File: config.mk
export PLATFORM = sky130hd
export DESIGN_NAME = shelf_atlas_packer_core
export DESIGN_NICKNAME = d
export VERILOG_FILES = /design/src/sv/sap_pkg.sv /design/src/sv/shelf_atlas_packer_core.sv
export SDC_FILE = /design/constraint.sdc
export NUM_CORES = 2
export LEC_CHECK = 0
export ABC_CLOCK_PERIOD_IN_PS = 9000
export BUFFER_PORTS_ARGS = -buffer_cell sky130_fd_sc_hd__buf_2
export CAP_MARGIN = 20
export CORE_UTILIZATION = 35
export DETAILED_ROUTE_END_ITERATION = 8
export PLACE_DENSITY = 0.57
export SLEW_MARGIN = 10
export SYNTH_ARGS = -nofsm -noshare
export SYNTH_HDL_FRONTEND = slang
export SYNTH_SLANG_ARGS = --single-unit
File: constraint.sdc
create_clock -name clk -period 9 [get_ports clk]
set_clock_uncertainty 0.1 [all_clocks]
set_input_delay 1.35 -clock clk [delete_from_list [all_inputs] [get_ports clk]]
set_output_delay 1.35 -clock clk [all_outputs]
set_load 0.02 [all_outputs]
File: src/sv/sap_pkg.sv
`default_nettype none

package sap_pkg;

    localparam int COORD_BITS = 14;
    localparam int SIDE_W     = 15;
    localparam int GLYPH_W    = 15;
    localparam int HEIGHT_W   = 15;
    localparam int FILL_W     = 15;
    localparam int RH_W       = 16;

    localparam logic [SIDE_W-1:0] SIDE_CAP           = SIDE_W'(1 << COORD_BITS);
    localparam logic [SIDE_W-1:0] RESET_INITIAL_SIDE = SIDE_W'(128);
    localparam logic [SIDE_W-1:0] RESET_MAX_SIDE     = SIDE_W'(8192);

    // h / 10 == (h * 52429) >> 19 for every h below 43690
    localparam logic [15:0] DIV10_MUL   = 16'd52429;
    localparam int          DIV10_SHIFT = 19;

    localparam int CFG_INDEX_W = 2;
    localparam logic [CFG_INDEX_W-1:0] CFG_INITIAL_SIDE = 2'd0;
    localparam logic [CFG_INDEX_W-1:0] CFG_MAX_SIDE     = 2'd1;

    typedef enum logic [1:0] {
        STATUS_PLACED     = 2'd0,
        STATUS_MAX_SIZE   = 2'd1,
        STATUS_TABLE_FULL = 2'd2
    } status_t;

    typedef enum logic [2:0] {
        ST_IDLE,
        ST_DIV,
        ST_SCAN,
        ST_GROW,
        ST_DONE
    } pack_state_t;

    typedef struct packed {
        logic [COORD_BITS-1:0] top;
        logic [HEIGHT_W-1:0]   height;
        logic [FILL_W-1:0]     fill;
    } row_t;

endpackage

`default_nettype wire

File: src/sv/shelf_atlas_packer_core.sv
// A request passes ST_DIV, then ST_SCAN over the stored rows, then ST_DONE when a row fits or the
// table is full; a new row or a failed growth also passes ST_GROW and its doubling steps before ST_DONE.
// Requests are taken one at a time, the next only after ST_DONE has moved the last result out;
// a finished result waits in its output register while the next request is taken.
// rst_n (async, active low) empties the row table, sets the side to 128 and max side to 8192.
// Writing initial_side also empties the row table; the row memory itself is never cleared.
`default_nettype none

module shelf_atlas_packer_core
    import sap_pkg::*;
#(
    parameter int MAX_ROWS = 64
) (
    input  wire logic                   clk,
    input  wire logic                   rst_n,
    input  wire logic                   s_tvalid,
    output logic                        s_tready,
    input  wire logic [31:0]            s_tdata,   // glyph_width[14:0], glyph_height[29:15]
    output logic                        m_tvalid,
    input  wire logic                   m_tready,
    output logic [47:0]                 m_tdata,   // place_x[13:0], place_y[27:14], atlas_side[42:28]
    output logic [1:0]                  m_tuser,   // status[1:0]
    input  wire logic                   cfg_valid,
    output logic                        cfg_ready,
    input  wire logic [CFG_INDEX_W-1:0] cfg_index,
    input  wire logic [SIDE_W-1:0]      cfg_data
);

    localparam int ROW_AW = (MAX_ROWS > 1) ? $clog2(MAX_ROWS) : 1;
    localparam int CNT_W  = $clog2(MAX_ROWS + 1);
    localparam logic [CNT_W-1:0] ROWS_FULL = CNT_W'(MAX_ROWS);

    pack_state_t state_reg, state_next;

    logic [GLYPH_W-1:0]    w_reg, w_next;
    logic [GLYPH_W-1:0]    h_reg, h_next;
    logic [RH_W-1:0]       rh_reg, rh_next;
    logic [ROW_AW-1:0]     idx_reg, idx_next;
    logic [CNT_W-1:0]      row_count_reg, row_count_next;
    logic [SIDE_W-1:0]     nfy_reg, nfy_next;
    logic [SIDE_W-1:0]     side_reg, side_next;
    logic [SIDE_W-1:0]     max_side_reg, max_side_next;
    logic [COORD_BITS-1:0] res_x_reg, res_x_next;
    logic [COORD_BITS-1:0] res_y_reg, res_y_next;
    status_t               res_status_reg, res_status_next;
    logic                  out_valid_reg, out_valid_next;
    logic [COORD_BITS-1:0] out_x_reg, out_x_next;
    logic [COORD_BITS-1:0] out_y_reg, out_y_next;
    status_t               out_status_reg, out_status_next;
    logic [SIDE_W-1:0]     out_side_reg, out_side_next;

    row_t              row_mem [MAX_ROWS];
    row_t              rd_data_reg;
    logic              mem_we;
    logic [ROW_AW-1:0] mem_waddr;
    row_t              mem_wdata;

    logic [18:0]       ten_h;
    logic [18:0]       seven_rh;
    logic [15:0]       fill_sum;
    logic              row_fits;
    logic              scan_last;
    logic [16:0]       new_bottom;
    logic              need_grow;
    logic              can_double;
    logic [SIDE_W-1:0] limit;
    logic [31:0]       div_prod;

    assign s_tready  = (state_reg == ST_IDLE);
    assign cfg_ready = 1'b1;
    assign m_tvalid  = out_valid_reg;
    assign m_tdata   = {5'd0, out_side_reg, out_y_reg, out_x_reg};
    assign m_tuser   = out_status_reg;

    assign limit    = (max_side_reg < SIDE_CAP) ? max_side_reg : SIDE_CAP;
    assign div_prod = 32'(h_reg) * 32'(DIV10_MUL);

    assign ten_h     = 19'({h_reg, 3'b000}) + 19'({h_reg, 1'b0});
    assign seven_rh  = 19'({rd_data_reg.height, 3'b000}) - 19'(rd_data_reg.height);
    assign fill_sum  = 16'(w_reg) + 16'(rd_data_reg.fill);
    assign row_fits  = (ten_h >= seven_rh) && ({1'b0, h_reg} <= 16'(rd_data_reg.height))
                       && (fill_sum <= 16'(side_reg));
    assign scan_last = ((CNT_W'(idx_reg) + CNT_W'(1)) == row_count_reg);

    assign new_bottom = 17'(nfy_reg) + 17'(rh_reg);
    assign need_grow  = (new_bottom >= 17'(side_reg)) || (w_reg >= side_reg);
    assign can_double = (side_reg != '0) && ({side_reg, 1'b0} <= 16'(limit));

    always_ff @(posedge clk or negedge rst_n)
    begin
        if (!rst_n)
        begin
            state_reg     <= ST_IDLE;
            row_count_reg <= '0;
            nfy_reg       <= '0;
            side_reg      <= RESET_INITIAL_SIDE;
            max_side_reg  <= RESET_MAX_SIDE;
            out_valid_reg <= 1'b0;
        end
        else
        begin
            state_reg     <= state_next;
            row_count_reg <= row_count_next;
            nfy_reg       <= nfy_next;
            side_reg      <= side_next;
            max_side_reg  <= max_side_next;
            out_valid_reg <= out_valid_next;
        end
    end

    always_ff @(posedge clk)
    begin
        w_reg          <= w_next;
        h_reg          <= h_next;
        rh_reg         <= rh_next;
        idx_reg        <= idx_next;
        res_x_reg      <= res_x_next;
        res_y_reg      <= res_y_next;
        res_status_reg <= res_status_next;
        out_x_reg      <= out_x_next;
        out_y_reg      <= out_y_next;
        out_status_reg <= out_status_next;
        out_side_reg   <= out_side_next;
    end

    always_ff @(posedge clk)
    begin
        if (mem_we)
        begin
            row_mem[mem_waddr] <= mem_wdata;
        end
        rd_data_reg <= row_mem[idx_next];
    end

    always_comb
    begin
        state_next      = state_reg;
        w_next          = w_reg;
        h_next          = h_reg;
        rh_next         = rh_reg;
        idx_next        = idx_reg;
        row_count_next  = row_count_reg;
        nfy_next        = nfy_reg;
        side_next       = side_reg;
        max_side_next   = max_side_reg;
        res_x_next      = res_x_reg;
        res_y_next      = res_y_reg;
        res_status_next = res_status_reg;
        out_valid_next  = out_valid_reg;
        out_x_next      = out_x_reg;
        out_y_next      = out_y_reg;
        out_status_next = out_status_reg;
        out_side_next   = out_side_reg;
        mem_we          = 1'b0;
        mem_waddr       = idx_reg;
        mem_wdata       = rd_data_reg;

        if (out_valid_reg && m_tready)
        begin
            out_valid_next = 1'b0;
        end

        if (cfg_valid && cfg_ready)
        begin
            priority if (cfg_index == CFG_INITIAL_SIDE)
            begin
                side_next      = (cfg_data > SIDE_CAP) ? SIDE_CAP : cfg_data;
                row_count_next = '0;
                nfy_next       = '0;
            end
            else if (cfg_index == CFG_MAX_SIDE)
            begin
                max_side_next = cfg_data;
            end
        end

        unique case (state_reg)
            ST_IDLE:
            begin
                if (s_tvalid)
                begin
                    w_next          = s_tdata[GLYPH_W-1:0];
                    h_next          = s_tdata[2*GLYPH_W-1:GLYPH_W];
                    res_x_next      = '0;
                    res_y_next      = '0;
                    res_status_next = STATUS_PLACED;
                    state_next      = ST_DIV;
                end
            end

            ST_DIV:
            begin
                rh_next  = 16'(h_reg) + 16'(div_prod >> DIV10_SHIFT);
                idx_next = '0;
                priority if (row_count_reg != '0)
                begin
                    state_next = ST_SCAN;
                end
                else if (row_count_reg == ROWS_FULL)
                begin
                    res_status_next = STATUS_TABLE_FULL;
                    state_next      = ST_DONE;
                end
                else
                begin
                    state_next = ST_GROW;
                end
            end

            ST_SCAN:
            begin
                priority if (row_fits)
                begin
                    res_x_next     = rd_data_reg.fill[COORD_BITS-1:0];
                    res_y_next     = rd_data_reg.top;
                    mem_we         = 1'b1;
                    mem_waddr      = idx_reg;
                    mem_wdata.fill = FILL_W'(fill_sum);
                    state_next     = ST_DONE;
                end
                else if (scan_last)
                begin
                    if (row_count_reg == ROWS_FULL)
                    begin
                        res_status_next = STATUS_TABLE_FULL;
                        state_next      = ST_DONE;
                    end
                    else
                    begin
                        state_next = ST_GROW;
                    end
                end
                else
                begin
                    idx_next = idx_reg + ROW_AW'(1);
                end
            end

            ST_GROW:
            begin
                priority if (!need_grow)
                begin
                    mem_we           = 1'b1;
                    mem_waddr        = row_count_reg[ROW_AW-1:0];
                    mem_wdata.top    = nfy_reg[COORD_BITS-1:0];
                    mem_wdata.height = rh_reg[HEIGHT_W-1:0];
                    mem_wdata.fill   = w_reg;
                    res_x_next       = '0;
                    res_y_next       = nfy_reg[COORD_BITS-1:0];
                    nfy_next         = new_bottom[SIDE_W-1:0];
                    row_count_next   = row_count_reg + CNT_W'(1);
                    state_next       = ST_DONE;
                end
                else if (can_double)
                begin
                    side_next = {side_reg[SIDE_W-2:0], 1'b0};
                end
                else
                begin
                    res_status_next = STATUS_MAX_SIZE;
                    state_next      = ST_DONE;
                end
            end

            ST_DONE:
            begin
                if (!out_valid_reg || m_tready)
                begin
                    out_valid_next  = 1'b1;
                    out_x_next      = res_x_reg;
                    out_y_next      = res_y_reg;
                    out_status_next = res_status_reg;
                    out_side_next   = side_reg;
                    state_next      = ST_IDLE;
                end
            end

            default:
            begin
                state_next = ST_IDLE;
            end
        endcase
    end

endmodule

`default_nettype wire
### After elaboration in Yosys (flattened, before gate mapping)

Memories as Yosys holds them, arrays and structs flattened. A register that Yosys moved wholly into a read port is not among the register bits.
Index checks and enable logic that the tools add are counted.
Widths: inputs -> output; s select.

* RAM bits: 2816
* output and inout bits: 53
* memories: 1
* register bits after elaboration: 183

* multiplexer cells: 56
* bitwise logic cells: 1
* equality and inequality tests: 18
* $add $sub $neg: 8
* multipliers: 1
* reductions and logical operators: 19
* $lt $le $gt $ge: 8

Memories
* row_mem: depth 64, width 44, rd ports 1, clocked after Yosys merged registers in 1, write ports 1, RTL line shelf_atlas_packer_core.sv:52 `row_t row_mem [MAX_ROWS];`

Operator list (number)
* $mux 15: 12
* $pmux 14 s3: 2
* $mux 14: 5
* $mux 44: 1
* $le 16x15->1: 2
* $mul 15x16->31 const B: 1
* $pmux 15 s2: 1
* $mux 29: 1
* $mux 7: 4
* $mux 3: 8
* $mux 6: 4
* $add 18x16->19: 1
* $ge 19x19->1: 1
* $sub 18x15->19: 1
* $ne 2x2->1 const B: 9
* $add 15x16->17: 1
* $ge 17x15->1: 1
* $add 15x12->16: 1
* $add 15x15->16: 1
* $ge 15x15->1: 1
* $gt 15x15->1 const B: 1
* $le 15x15->1: 1
* $lt 15x15->1 const B: 1
* $pmux 3 s5: 1
* other kinds (29): 49

### Longest topological paths before layout

* depth in word-level cells: 8
* depth in mapped cells: 36
* mapped depth without buffers: 36

### Least setup slack after synthesis

No wires, ideal clock.

* path kind: reg2reg
* from: register w_reg[0]
* to: memory row_mem[43][0] (netlist bit), enable pin
* data required time: 8.400 ns
* library setup time: 0.500 ns
* path buffers: 1
* setup slack: 0.313 ns
* cell stages (with the launch flop): 23
* period minus slack after synthesis: 8.687 ns
* arrival time: 8.087 ns
* cells stage by stage: edfxtp_1 ha_1 fa_1 a21o_1 a21oi_1 o21bai_1 a21oi_1 o21ai_0 a21oi_1 o21bai_1 a21oi_1 o21a_1 o211ai_1 ha_1 nand3_1 or2_1 or4_1 a21oi_1 nand3_1 nor2_1 a22oi_1 clkbuf_1 nor3_1

* cells in the longest elaborated chain, start to end: 7

RTL lines
* start, declared: RTL line shelf_atlas_packer_core.sv:35 `logic [GLYPH_W-1:0] w_reg, w_next;`
* start signal, assigned: RTL line shelf_atlas_packer_core.sv:113 `w_reg <= w_next;`
* $add 15x15->16: RTL line shelf_atlas_packer_core.sv:80 `assign fill_sum = 16'(w_reg) + 16'(rd_data_reg.fill);`
* $le 16x15->1: RTL line shelf_atlas_packer_core.sv:82 `&& (fill_sum <= 16'(side_reg));`
* $logic_and 1x1->1: RTL line shelf_atlas_packer_core.sv:82
* $mux 1: RTL line shelf_atlas_packer_core.sv:212 `priority if (row_fits)`
* $pmux 1 s2: RTL line shelf_atlas_packer_core.sv:177 `unique case (state_reg)`
* $mux 1: RTL line shelf_atlas_packer_core.sv:128 `if (mem_we)`
* $mux 1 (implied by the code): RTL line shelf_atlas_packer_core.sv:130 `row_mem[mem_waddr] <= mem_wdata;`
* end, declared: RTL line shelf_atlas_packer_core.sv:52

Several ways; a longest one is shown, not always the timed one.

### Worst setup path after layout

* from: register h_reg[12]
* to: register rh_reg[14] (data pin)

* cells in the longest elaborated chain, start to end: 2

RTL lines
* start, declared: RTL line shelf_atlas_packer_core.sv:36 `logic [GLYPH_W-1:0] h_reg, h_next;`
* start signal, assigned: RTL line shelf_atlas_packer_core.sv:114 `h_reg <= h_next;`
* $mul 15x16->31: RTL line shelf_atlas_packer_core.sv:76 `assign div_prod = 32'(h_reg) * 32'(DIV10_MUL);`
* $add 15x12->16 *: RTL line shelf_atlas_packer_core.sv:193 `rh_next = 16'(h_reg) + 16'(div_prod >> DIV10_SHIFT);`
* end signal, assigned: RTL line shelf_atlas_packer_core.sv:115 `rh_reg <= rh_next;`
* end, declared: RTL line shelf_atlas_packer_core.sv:37 `logic [RH_W-1:0] rh_reg, rh_next;`

Every way passes the cells marked *; elsewhere a longest branch is shown, timed or not.
A chain may end at the register's enable or synchronous reset.

==> key figures <==
Outcome
  – Run status: finished, final reports clean

STA
  – Slew HR: 16.3%
  – Worst Tran Pin Value: 1260 ps
  – FMAX: 121 MHz
  – RSZ-0062 raised after global routing: no
  – Tcrit/Tclk final: 92.2%
  – Fin. Hold Viols: 0
  – Setup ws final: 705 ps
  – Crit path time final: 8300 ps
  – Setup Viol. Count Final: 0
  – Pins Over Slew Limit: 0
  – Worst hold margin: 315 ps
  – Sum Neg Setup Slack: 0 ps

Critical path
  – CP max stage cell: edfxtp_1
  – Crit Path Max Fanout: 11
  – Crit path capture type: flop
  – Largest stage delay on the critical path: approximately 700 ps
  – Worst Reg-to-Reg Cells: 30
  – CP Class: reg -> reg
  – Worst reg2reg path endpoint: rh_reg[14]
  – Reg-to-reg setup timing slack: 700 ps
  – Crit path DAT: 8840 ps
  – Worst EP required: 9550 ps
  – CP startpoint: h_reg[12]
  – Crit start category: flop
  – R2r startpoint: h_reg[12]

Placement
  – Post-DP HPWL: 216 mm
  – GPL Wtd Cong: 0.854
  – Place WS: 806 ps
  – Port Buffer Count: 98

Yosys
  – Syn. warnings: 0
  – Synthesized area: ~130000 sq um
  – Cell count after synthesis: 9553
  – #FFs+latches synth: 3043
  – Count of cell types in the netlist: between 80 and 90
  – Top FF cell, synth: edfxtp_1
  – Avg Inst Size Synth: ~13 sq um
  – Seq/Total Area, Yosys: 70.9%
  – Ys async rst share: ~1.8%
  – EDFF count, synth: 2937

Clocking
  – Hold_buf cts: 0
  – H-tree depth: 5
  – Clk sink count: 3043
  – Root buf cell: clkbuf_16
  – Worst-Skew Late Latency: 920 ps
  – Cts repair resizes: 0
  – Clock Path Buffers: 4
  – Setup bufs post-CTS: 0
  – Clock Pin Slew Worst Setup and Hold Paths: 70 ps
  – TritonCTS clock tree: built
  – Clock buffer count from CTS: 319

GRT
  – First-pass GRT wire length: 542 mm
  – Largest net degree at the start of global routing: 164
  – Antenna violations before repair: 21
  – Total GRT Usage: 20.1%
  – Vias in the first global route: slightly below 80k
  – Congestion Overflow GR: 0

Route
  – Routed WL: 378 mm
  – Vias: 81.4k
  – Starting DRT DRC Count: 9011
  – Pre-antenna DRT Iters: 6
  – Drt wl/cell: between 20 and 30 um
  – Vias per cell: 5.49
  – Post-route DRC violation count: 0
  – Final ANT Viol Nets: 0

Die
  – Chip height: 606 um
  – Initial Util: about a third
  – CORE AREA: 363000 sq um
  – Rows: 221
  – Boundary Pins: roughly 110
  – Die area: 367000 sq um
  – Die X: 606 um

Finish
  – Commonest non-fill, non-tap cell in the layout: edfxtp_1
  – Layout area overhead: 14.5%
  – Max reg flops: 2816
  – Most frequent cells in the layout: 2937 x edfxtp_1, 2255 x nand2_1, 1005 x nand3_1, 414 x mux2i_1, 324 x clkbuf_16
  – Fin util: between 40% and 50%
  – Final nets: 10.2k
  – Share of cells above drive strength 1: 10.8%
  – FILL cells: 33.2k

Min path
  – Hold Path End: out_x_reg[9]
  – Hold Path Class: reg -> reg
  – Hold Crit Depth: 0
  – Min-delay src: res_x_reg[9]

Run
  – Max Cap Violations: 0
-- how the worst max path moves through the flow --
stage / endpoint / slack (ps)
2_1_floorplan: row_mem[43][0] / 310
6_report: rh_reg[14] / 700
4_1_cts: rh_reg[14] / 690
5_1_grt: rh_reg[14] / 40
3_5_place_dp: rh_reg[14] / 810
3_3_place_gp: rh_reg[14] / 720
-- synthesized netlist by cell type (33+ instances only) --
master	n	area (sq um)
a311oi_1	43	377
mux2_2	44	495
o2111ai_1	48	420
o21ai_0	114	571
a31oi_1	153	957
ha_1	274	3430
and3_1	41	257
a32oi_1	34	298
a22oi_1	33	248
buf_1	49	184
nor2_1	113	424
inv_1	227	852
nand2_1	2256	8470
a21o_1	61	458
nand3_1	1007	5040
xnor2_1	53	464
nand4_1	118	738
a21oi_1	259	1300
a211oi_1	111	833
dfrtp_1	54	1350
dfxtp_1	50	1000
nor3_1	132	661
fa_1	62	1240
mux2i_1	417	4170
edfxtp_1	2937	88200
clkbuf_1	268	1010
buf_2	215	1080
-- critical path: cells and delay by family (launching register included) --
| kind | cells | cell delay [ps] |
|---|---|---|
| compound gates | 16 | 3160 |
| xor+xnor | 2 | 270 |
| fa+ha+maj | 8 | 3450 |
| buf+inv | 2 | 140 |
| flops | 1 | 700 |
| simple gates | 2 | 230 |
-- layer usage --
metal  up-vias  share of wire (%)  global-route usage (%)
met5         -              0.010                       0
li1      35933                  -                       -
met4         6                3.1                    6.23
met2      3224                 47                    32.9
met1     41686                 42                    27.1
met3       591                8.1                    3.60
-- area by class of cell --
class / instances / area, sq um / area share, %
antenna: 10 / 25.0 / 0.0171
clock buffer: 405 / 8500 / 5.81
clock inverter: 173 / 1530 / 1.05
inverter: 232 / 890 / 0.608
multi-input combinational: 5735 / 34600 / 23.7
sequential: 3043 / 90600 / 62.0
tap: 4794 / 6000 / 4.10
timing repair buffer: 451 / 4050 / 2.77
-- metrics by stage --
step | std cells | cell area [sq um]
3_3_place_gp | 14242 | 136000
2_1_floorplan | 9557 | 128000
6_report | 14843 | 146000
3_5_place_dp | 14245 | 136000
4_1_cts | 14823 | 146000
5_1_grt | 14834 | 146000
-- kinds of logic (layout without fill, tap and decap cells) --
logic type / after synthesis / after routing / synth area share [%]
and+or+nand+nor: 3777 / 3777 / 12.8
buffers and inverters: 779 / 1261 / 2.54
adders and majority gates: 336 / 336 / 3.65
other: 2 / 16 / 0.00588
DFF: 3043 / 3043 / 70.9
AOI/OAI and AO/OA: 1071 / 1071 / 5.70
muxes: 473 / 473 / 3.87
xor gates and xnor gates: 72 / 72 / 0.505
Power is left out: the tool's default activity adds up to more than one toggle a clock period on the data nets, which glitch-free logic cannot reach.
